[config.mk]
export PLATFORM = sky130hd
export DESIGN_NAME = dmb_ram
export DESIGN_NICKNAME = d
export VERILOG_FILES = /design/src/dmb_ram.sv
export SDC_FILE = /design/constraint.sdc
export NUM_CORES = 1
export LEC_CHECK = 0
export ABC_AREA = 1
export BUFFER_PORTS_ARGS = -buffer_cell sky130_fd_sc_hd__buf_4
export CORE_UTILIZATION = 54
export DETAILED_ROUTE_END_ITERATION = 6
export PLACE_DENSITY_LB_ADDON = 0.1
export SYNTH_ARGS = -nofsm -noshare
export SYNTH_HDL_FRONTEND = slang
export SYNTH_SLANG_ARGS = --single-unit
[constraint.sdc]
create_clock -name clk -period 6.6 [get_ports clk]
set_clock_uncertainty 0.1 [all_clocks]
set_input_delay 1.32 -clock clk [delete_from_list [all_inputs] [get_ports clk]]
set_output_delay 1.32 -clock clk [all_outputs]
set_load 0.02 [all_outputs]
[src/dmb_ram.sv]
module dmb_ram #(
  parameter int WIDTH = 32,
  parameter int DEPTH = 16,
  localparam int ADDR_W = $clog2(DEPTH)
) (
  input  logic              clk,
  input  logic              wr_en,
  input  logic [ADDR_W-1:0] wr_addr,
  input  logic [WIDTH-1:0]  wr_data,
  input  logic              rd_en,
  input  logic [ADDR_W-1:0] rd_addr,
  output logic [WIDTH-1:0]  rd_data
);

  logic [WIDTH-1:0] mem [DEPTH];

  // Write port, and registered read that returns the old entry on a collision
  always_ff @(posedge clk) begin
    if (wr_en) begin
      mem[wr_addr] <= wr_data;
    end
    if (rd_en) begin
      rd_data <= mem[rd_addr];
    end
  end

endmodule

Word-level counts from Yosys, hierarchy flattened
Memories as Yosys holds them, arrays and structs flattened. A register that Yosys moved wholly into a read port is not among the register bits.
Cells that the tools add are included.
Storage, ports and cells
  register bits: 0
  bits in writable memories: 512
  bits of input ports: 43
  output and inout bits: 32
  word-level logic and storage cells: 3
  memories: 1
Cells by class
  multiplexer cells: 2
Memories
  mem: words 16, width 32, read ports 1, clocked after memory_dff 1, wr ports 1, RTL line 15  | logic [WIDTH-1:0] mem [DEPTH];
Operator list (number)
  1-bit two-way mux: 2

Logic depth before layout (Yosys ltp)
Gate-level depths: netlist (run 1).
  depth after elaboration: 2
  mapped depth: 10
  mapped depth without buffers: 7

Worst setup path before layout (run 1)
OpenSTA, ideal clock, no wires.
  kind: input to register
  from: input port wr_addr[2]
  to: memory mem[10][0] (enable)
  setup time: 0.421 ns
  arrival: 2.892 ns
  data required time: 6.079 ns
  setup slack: 3.187 ns
  stages: 2
  path buffers: 0
  cells stage by stage: nand3b_1 nor2_1
RTL lines
  from (decl): RTL line 8  | input logic [ADDR_W-1:0] wr_addr,
  to (decl): RTL line 15
Straight into the memory's write port.

==> impl_metrics.csv, run 1 <==
group,metric,value,unit
timing,slew_headroom,25.7,%
status,run_status,"completed",
global_routing,antenna_found_initial,0,
placement,gp_congestion,0.734,
clock_tree,cts_resized,0,
cells_and_area,final_area,25600,um^2
clock_tree,cts-hold-fix-buffers,0,
timing,slew_violations,0,
global_routing,grtUsageTotal,25.0,%
routing,via_count,14500,
routing,vias_per_cell,5.28,
synthesis,synth_nets,2163,
routing,postRouteAntennaNets,0,
timing,hold_viol,0,
power,intPower,5.78,mW
critical_path,crit_path_end,"rd_data[24]",
synthesis,synthTopCellsByCount,"677 x nand2_1, 544 x edfxtp_1, 388 x inv_1",
routing,first_iter_violations,1214,
placement,post_dp_cell_area,23900,um^2
timing,timing.final.setup_violations,0,
power,power_frac_clock,40.7,%
synthesis,yosys_warnings,0,
power,p_comb_share,6.2,%
timing,final.setup.tns,0,ns
synthesis,yosys.area_share.simple,19.7,%
clock_tree,numClockSinks,544,
critical_path,worst_setup_path_end_kind,"flop",
critical_path,critPathTopFamily,"buffers and inverters",
timing,setup_ws,3.26,ns
clock_tree,cts_tree,"done",
synthesis,synth_ff_type,"edfxtp_1",
critical_path,cpMostUsedCell,"nand3_1",
placement,pre_cts_ws,2.65,ns
timing,fin_crit_sh,50.6,%
routing,wl,53000,um
placement,detailed_place_hpwl,24000,um
timing,worst-slew-pin-transition,1.11,ns
die,fp-row-count,75,
power,switching_power,1.58,mW
cells_and_area,drive_gt1_share,8.42,%
global_routing,grt_overflow_total,0,
synthesis,ys_ff_latch,544,
timing,rsz0062_at_grt,"no",
power,swShare,21.5,%
critical_path,cp_slowest_cell,"inv_8",
power,p_per_area,287,nW/um^2
timing,max_freq,300,MHz
clock_tree,worstSkewPairLatency,0.61,ns
synthesis,netlist_area,23100,um^2
synthesis,synth_most_common_cell,"nand2_1",
critical_path,cp_num_buf_inv,3,
cells_and_area,fin_util,60.9,%
routing,wl_per_cell,19.3,um
critical_path,slowest_delay,0.78,ns
min_path,hold_class,"flop to flop",
synthesis,syn_avg_cell_area,10.9,um^2
placement,placed_cells,2652,
critical_path,required,6.85,ns
clock_tree,cts.path.max_buffers,3,
critical_path,cp.depth,8,
critical_path,r2r_cells,6,
synthesis,synthAdderAreaFrac,0,%
cells_and_area,final_nets,2212,
die,die_w,209,um
synthesis,synth_top_area_cell,"edfxtp_1",
synthesis,seq_area_frac_synth,70.9,%
cells_and_area,antenna_cells,0,
min_path,whs_path_depth,6,
critical_path,cp_cell_sequence,"clkbuf_8 > inv_8 > buf_12 > nand2_1 > nand3_1 > nand3_1 > nand3_1 > nand2_1",
critical_path,startpoint,"rd_addr[0]",
die,die_h,209,um
die,fp.coreArea,42000,um^2
critical_path,crit_type,"input pin to flop",
critical_path,crit_path_start_kind,"input pin",
synthesis,async_reset_ff_share,0,%
critical_path,r2r_slack,5.32,ns
clock_tree,cts_setup_buffers,0,
synthesis,synth_xor_area_share,0,%
synthesis,synth_cells,2120,
power,peakVddDrop,0.202,mV
die,ios,75,
routing,route.detailed.drc,0,
synthesis,yosysUniqueCellTypes,14,
cells_and_area,syn_to_final_growth,11.2,%
critical_path,regToRegEndpoint,"rd_data[6]",
placement,io_buffers,74,
timing,period_needed,3.34,ns
clock_tree,htreeDepth,2,
synthesis,synth_mux_area_share,0,%
cells_and_area,n_fill_cell,3375,
clock_tree,cts-root-buf,"clkbuf_16",
critical_path,arrival,3.58,ns
clock_tree,numCtsBuffers,54,
power,pwr-share-seq,53.2,%
clock_tree,clk_pin_slew,0.06,ns
die,start_util,54.8,%
synthesis,synth_edf_count,544,
min_path,worstHoldStart,"mem[2][23]",
global_routing,grt_pass1_vias,13900,
global_routing,grt_pass1_wl,81100,um
synthesis,synthTopCellsByArea,"edfxtp_1 71%, nand2_1 11%, nand3_1 8.4%, inv_1 6.3%, buf_6 1.4%",
critical_path,r2r-start,"mem[4][6]",
die,die_area,43500,um^2
power,cellLeakagePower,10.8,nW
synthesis,synth_top_family_by_area,"simple AND/OR/NAND/NOR gates",
routing,dr.pass1.iters,6,
power,finalPower,7.36,mW
critical_path,path_max_fanout,145,
cells_and_area,stdcell_count,2749,
job,drv_cap,0,
global_routing,grt_max_degree,156,
synthesis,synth_top_area_share,70.9,%
synthesis,synth_compound_area_share,0,%
timing,whs,0.633,ns
## cells in the final DEF (no fill, tap or decap), types with 6 or more instances in the layout
cell type,synthesis,layout
nand2_1,677,677
edfxtp_1,544,544
nand3_1,385,385
clkinv_1,0,12
clkbuf_16,0,55
clkinv_2,0,6
inv_1,388,386
bufinv_16,0,6
clkbuf_1,14,17
buf_4,6,95
nor2_4,0,16
## routing by layer
layer  GRT usage [%]  share of wire [%]  vias up
li1                -                  -     6969
met1            33.8                 43     7000
met2            41.7                 48      445
met4            9.25                3.0        0
met3            3.29                6.0      110
met5               0                  0        -
## worst min-delay path by stage
stage and end:
2_1_floorplan rd_data[0], 3_3_place_gp rd_data[17], 3_5_place_dp rd_data[22], 4_1_cts rd_data[25], 5_1_grt rd_data[23], 6_report rd_data[23]
## cell families after synthesis
logic type | count (synthesis)
simple gates | 1081
flops | 544
buf+inv | 495
## flip-flops by register name, indices dropped and copies added (netlist names)
name     count
mem        512
rd_data     32
## layout make-up
class	count	area, um^2	area share, %
Clock buffer	72	1440	5.62
Sequential cell	544	16300	63.8
Tap cell	539	674	2.63
Multi-Input combinational cell	1081	4670	18.2
Clock inverter	25	264	1.03
Inverter	390	1470	5.75
Timing Repair Buffer	98	767	2.99
## tightest hold or removal path, cell delays in order, from the launching register on
cell	delay (ns)
edfxtp_1	0.32
nand2_1	0.05
nand2_1	0.05
nand2_1	0.04
nand3_1	0.06
nand3_1	0.06
nand2_1	0.06
## power by group through the flow
stage | Clock [mW] | Combinational (mW) | Sequential, mW
2_1_floorplan | 0 | 0.264 | 4.00
3_3_place_gp | 0 | 0.450 | 3.98
3_5_place_dp | 0 | 0.455 | 3.99
4_1_cts | 3.04 | 0.458 | 3.91
5_1_grt | 3.16 | 0.505 | 3.92
6_report | 2.99 | 0.454 | 3.91
Note: power is estimated with default switching activity, not from simulation.
==> inputs of run 2 (changes only) <==
--- a/config.mk
+++ b/config.mk
@@ -5,7 +5,7 @@
 export SDC_FILE = /design/constraint.sdc
 export NUM_CORES = 1
 export LEC_CHECK = 0
-export ABC_AREA = 1
+export ABC_AREA = 0
 export BUFFER_PORTS_ARGS = -buffer_cell sky130_fd_sc_hd__buf_4
 export CORE_UTILIZATION = 54
 export DETAILED_ROUTE_END_ITERATION = 6
==> constraint.sdc (replaced) <==
create_clock -name clk -period 2.7 [get_ports clk]
set_clock_uncertainty 0.1 [all_clocks]
set_input_delay 0.54 -clock clk [delete_from_list [all_inputs] [get_ports clk]]
set_output_delay 0.54 -clock clk [all_outputs]
set_load 0.02 [all_outputs]
==> impl_metrics.csv, run 2 <==
group,metric,value,unit
status,run_status,"completed",
critical_path,worst_setup_path_end_kind,"output pin",
timing,worst-slew-pin-transition,0.683,ns
die,die_h,195,um
synthesis,synth_ff_type,"edfxtp_1",
global_routing,antenna_found_initial,2,
cells_and_area,reg.largest.list,"mem (512), rd_data (32)",
global_routing,grt_pass1_vias,9769,
critical_path,cp_cell_sequence,"buf_4",
min_path,worstHoldStart,"wr_data[9]",
placement,detailed_place_hpwl,20600,um
power,switching_power,3.57,mW
power,peakVddDrop,0.538,mV
synthesis,yosys_warnings,0,
timing,setup_ws,0.845,ns
synthesis,synthTopCellsByCount,"544 x edfxtp_1, 128 x mux4_2, 64 x a22oi_1",
placement,pre_cts_ws,0.285,ns
timing,rsz0062_at_grt,"no",
synthesis,ys_ff_latch,544,
cells_and_area,syn_to_final_growth,16.7,%
timing,timing.final.setup_violations,0,
die,start_util,55.0,%
power,cellLeakagePower,7.55,nW
timing,slew_violations,0,
global_routing,grt_max_degree,50,
synthesis,seq_area_frac_synth,81.0,%
routing,first_iter_violations,860,
die,fp-row-count,70,
die,fp.coreArea,36700,um^2
critical_path,r2r_slack,1.17,ns
clock_tree,cts_setup_buffers,0,
power,pwr-share-seq,54.0,%
cells_and_area,layout_commonest_cell,"edfxtp_1",
critical_path,critPathTopFamily,"flip-flops",
routing,via_count,9283,
cells_and_area,final_nets,1003,
cells_and_area,drive_gt1_share,33.2,%
cells_and_area,layout_common_cells,"544 x edfxtp_1, 128 x mux4_2, 85 x buf_4, 64 x a22oi_1, 53 x clkbuf_16",
critical_path,slowest_delay,0.44,ns
critical_path,r2r_cells,3,
synthesis,netlist_area,20200,um^2
synthesis,synthTopCellsByArea,"edfxtp_1 81%, mux4_2 14%, a22oi_1 2.4%, nand2_1 0.61%, buf_4 0.41%",
critical_path,regToRegEndpoint,"rd_data[20]",
routing,dr.pass1.iters,5,
routing,wl_per_cell,29.1,um
synthesis,synth_top_area_share,81.0,%
synthesis,synth_most_common_cell,"edfxtp_1",
synthesis,yosysUniqueCellTypes,17,
clock_tree,numCtsBuffers,53,
job,drv_cap,0,
clock_tree,cts.path.max_buffers,3,
routing,wl,42800,um
power,intPower,14.2,mW
clock_tree,cts-root-buf,"clkbuf_16",
placement,io_buffers,74,
clock_tree,worstSkewPairLatency,0.59,ns
routing,route.detailed.drc,0,
timing,period_needed,1.86,ns
synthesis,syn_avg_cell_area,24.1,um^2
power,power_frac_clock,40.8,%
critical_path,crit_path_start_kind,"flop",
placement,gp_congestion,0.725,
critical_path,crit_type,"flop to output pin",
critical_path,r2r-start,"mem[3][20]",
placement,placed_cells,1373,
min_path,hold_class,"input pin to flop",
timing,hold_viol,0,
critical_path,path_max_fanout,1,
timing,slew_headroom,54.5,%
synthesis,async_reset_ff_share,0,%
clock_tree,cts_tree,"done",
timing,max_freq,539,MHz
min_path,whs_path_depth,1,
critical_path,arrival,1.22,ns
synthesis,synth_cells,838,
cells_and_area,largest_reg_flops,512,
clock_tree,cts_resized,0,
routing,postRouteAntennaNets,0,
synthesis,synth_nets,881,
synthesis,synth_top_area_cell,"edfxtp_1",
die,die_area,38100,um^2
global_routing,grtUsageTotal,23.4,%
power,p_per_area,753,nW/um^2
clock_tree,cts-hold-fix-buffers,0,
routing,vias_per_cell,6.30,
timing,fin_crit_sh,68.7,%
die,ios,75,
clock_tree,clk_pin_slew,0.06,ns
critical_path,cp_num_buf_inv,1,
timing,final.setup.tns,0,ns
critical_path,required,2.06,ns
critical_path,cp.depth,1,
clock_tree,numClockSinks,544,
global_routing,grt_overflow_total,0,
die,die_w,195,um
synthesis,synth_edf_count,544,
power,p_comb_share,5.2,%
power,swShare,20.1,%
critical_path,cp_slowest_cell,"edfxtp_1",
timing,whs,0.139,ns
cells_and_area,top_register,"mem",
cells_and_area,stdcell_count,1473,
global_routing,grt_pass1_wl,63000,um
clock_tree,htreeDepth,2,
min_path,holdPathEnd,"mem[6][9]",
-- run 2: changes by cell type in the layout (fill, tap and decap cells not counted), moves of 3 or more --
cell and delta:
inv_1 -386, a22oi_1 +64, nand2_1 -644, clkbuf_1 -12, clkinv_2 +4, nand3_1 -384
nor3_4 +4, clkinv_1 +6, mux4_2 +128, buf_12 +22, nor2_4 -3, buf_4 -10
-- run 2: how the worst max path moves through the flow --
stage | start | end | slack, ns
global route | rd_addr[0] | rd_data[4] | 0.81
global placement | rd_addr[0] | rd_data[3] | 0.33
floorplan | wr_addr[2] | mem[1][0] | -0.27
finish | rd_data[18] | rd_data[18] | 0.84
detailed placement | rd_addr[0] | rd_data[4] | 0.28
CTS | rd_data[20] | rd_data[20] | 0.80
-- run 2: per-layer routing --
layer / wire [um] / vias up / GRT usage [%]
met4: 895 / 0 / 7.47
met2: 20700 / 386 / 36.7
li1: - / 3859 / -
met3: 2920 / 64 / 3.49
met1: 18300 / 4974 / 34.4
met5: 0 / - / 0
-- run 2: power by group through the flow --
stage               registers [mW]  logic [mW]  clock network, mW
detailed placement            9.75       0.938                  0
CTS                           9.57       0.939               7.35
global route                  9.58       0.992               7.67
floorplan                     9.79       0.455                  0
finish                        9.57       0.928               7.23
global placement              9.74       0.907                  0
-- run 2: cell families after synthesis --
kind of cell	share of synthesized area, %
DFF	81.0
AOI/OAI and AO/OA	2.38
buffers and inverters	1.10
muxes	14.3
and+or+nand+nor	1.25
-- run 2: layout make-up --
| type | count | area, um^2 |
|---|---|---|
| multi-input cells | 251 | 3770 |
| fillers | 2375 | 13200 |
| clock inverters | 40 | 369 |
| flip-flops and latches | 544 | 16300 |
| repair buffers | 110 | 1130 |
| clock buffers | 58 | 1350 |
| diodes | 2 | 5.00 |
| well taps | 468 | 586 |
-- run 2: worst register-to-register path, stage by stage (launching register included) --
cell	delay, ns
edfxtp_1	0.36
mux4_2	0.50
a22oi_1	0.24
nand2_1	0.08
-- run 2: through the flow --
step | util, % | instance area, um^2 | power, mW
after floorplan | - | 20200 | 10.2
after global placement | 59.5 | 21800 | 10.6
after detailed placement | 59.5 | 21800 | 10.7
after CTS | 64.1 | 23500 | 17.9
after global routing | 64.2 | 23500 | 18.2
final | 64.2 | 23500 | 17.7
==> inputs of run 3 (changes only) <==
==> constraint.sdc (replaced) <==
create_clock -name clk -period 1.5 [get_ports clk]
set_clock_uncertainty 0.1 [all_clocks]
set_input_delay 0.3 -clock clk [delete_from_list [all_inputs] [get_ports clk]]
set_output_delay 0.3 -clock clk [all_outputs]
set_load 0.02 [all_outputs]
==> impl_metrics.csv, run 3 (same netlist as run 2, synthesis figures left out) <==
group,metric,value,unit
timing,timing.final.setup_violations,29,
critical_path,worst_setup_path_end_kind,"output pin",
clock_tree,worstSkewPairLatency,0.59,ns
timing,rsz0062_at_grt,"yes",
critical_path,cp_num_buf_inv,1,
critical_path,cp_slowest_cell,"edfxtp_1",
critical_path,path_max_fanout,1,
placement,io_buffers,74,
timing,fin_crit_sh,108,%
clock_tree,cts.path.max_buffers,3,
critical_path,cp_cell_sequence,"buf_6",
clock_tree,clk_pin_slew,0.06,ns
status,violations,"setup timing",
die,ios,75,
clock_tree,cts_tree,"done",
timing,period_needed,1.62,ns
die,die_w,195,um
critical_path,r2r-start,"mem[11][30]",
timing,slew_headroom,80.1,%
cells_and_area,drive_gt1_share,38.1,%
critical_path,required,1.10,ns
global_routing,grt_pass1_vias,10100,
power,p_per_area,1280,nW/um^2
power,peakVddDrop,0.977,mV
timing,slew_violations,0,
global_routing,grt_pass1_wl,65100,um
cells_and_area,multi_input_area,3970,um^2
timing,worst-slew-pin-transition,0.298,ns
routing,via_count,9629,
timing,hold_viol,0,
cells_and_area,layout_common_cells,"544 x edfxtp_1, 128 x mux4_2, 88 x buf_4, 55 x clkbuf_16, 40 x buf_12",
clock_tree,htreeDepth,2,
critical_path,arrival,1.22,ns
global_routing,antenna_found_initial,0,
cells_and_area,top_register,"mem",
min_path,hold_class,"input pin to flop",
routing,first_iter_violations,841,
clock_tree,numClockSinks,544,
placement,gp_congestion,0.749,
routing,dr.pass1.iters,5,
cells_and_area,n_fill_cell,2279,
critical_path,crit_path_start_kind,"flop",
cells_and_area,layout_commonest_cell,"edfxtp_1",
critical_path,critPathTopFamily,"flip-flops",
cells_and_area,antenna_cells,0,
die,die_area,38100,um^2
critical_path,crit_type,"flop to output pin",
timing,max_freq,616,MHz
placement,pre_cts_ws,-0.510,ns
cells_and_area,final_nets,1086,
timing,setup_ws,-0.123,ns
status,run_status,"finished with violations",
die,start_util,55.0,%
global_routing,grtUsageTotal,24.0,%
die,fp.coreArea,36700,um^2
global_routing,grt_overflow_total,0,
cells_and_area,syn_to_final_growth,22.2,%
critical_path,startpoint,"rd_data[12]",
cells_and_area,reg.largest.list,"mem (512), rd_data (32)",
min_path,worstHoldStart,"rd_en",
cells_and_area,largest_reg_flops,512,
die,die_h,195,um
global_routing,grt_max_degree,44,
routing,wl_per_cell,28.5,um
routing,postRouteAntennaNets,0,
job,drv_cap,0,
clock_tree,cts-root-buf,"clkbuf_16",
die,fp-row-count,70,
routing,wl,44200,um
placement,detailed_place_hpwl,24100,um
routing,route.detailed.drc,0,
cells_and_area,seqCellArea,16300,um^2
routing,vias_per_cell,6.20,
cells_and_area,fin_util,67.2,%
power,cellLeakagePower,8.00,nW
critical_path,slowest_delay,0.47,ns
clock_tree,numCtsBuffers,53,
run 3: final timing paths:
check	slack [ns]	to	cells after the start
min reg2reg	0.65	rd_data[31]	3
min	0.14	rd_data[24]	2
max	-0.12	rd_data[12]	1
max reg2reg	-0.03	rd_data[30]	3
run 3: what timing repair did:
action / in CTS / in global routing
buffers inserted: 0 / 0
hold buffers: 32 / 0
gates resized for setup: 41 / 24
pin swaps: 0 / 3
setup endpoints to repair: 40 / 56
endpoints found under the hold margin: 512 / 0
run 3: area by class of cell:
type                       count  area share, %
clock buffer                  73           5.86
clock inverter                23          0.650
multi-input combinational    251           16.1
sequential                   544           66.3
tap                          468           2.38
timing repair buffer         193           8.74
run 3: layer usage:
layer  track usage, %  vias up  part of all wire (%)
met1             34.3     5171                    42
met3             4.01       75                   6.6
li1                 -     4019                     -
met2             38.6      364                    49
met5                0        -                     0
met4             7.23        0                   2.2
run 3: power by group:
group,leakage [nW],switching [mW],internal (mW)
clock,0.777,5.29,7.04
combinational,2.28,1.04,0.969
sequential,4.94,0.114,17.1
run 3: through the flow:
step	std cells	hold WS, ns	area (um^2)	TNS (ns)	total power, mW
after floorplan	838	0.299	20500	-137.32	18.5
after global placement	1424	0.481	22400	-118.61	19.3
after detailed placement	1424	0.497	22400	-125.21	19.4
after CTS	1552	0.121	24500	-1.97	31.8
after global routing	1552	0.130	24700	-2.17	32.5
final	1552	0.141	24700	-1.04	31.6
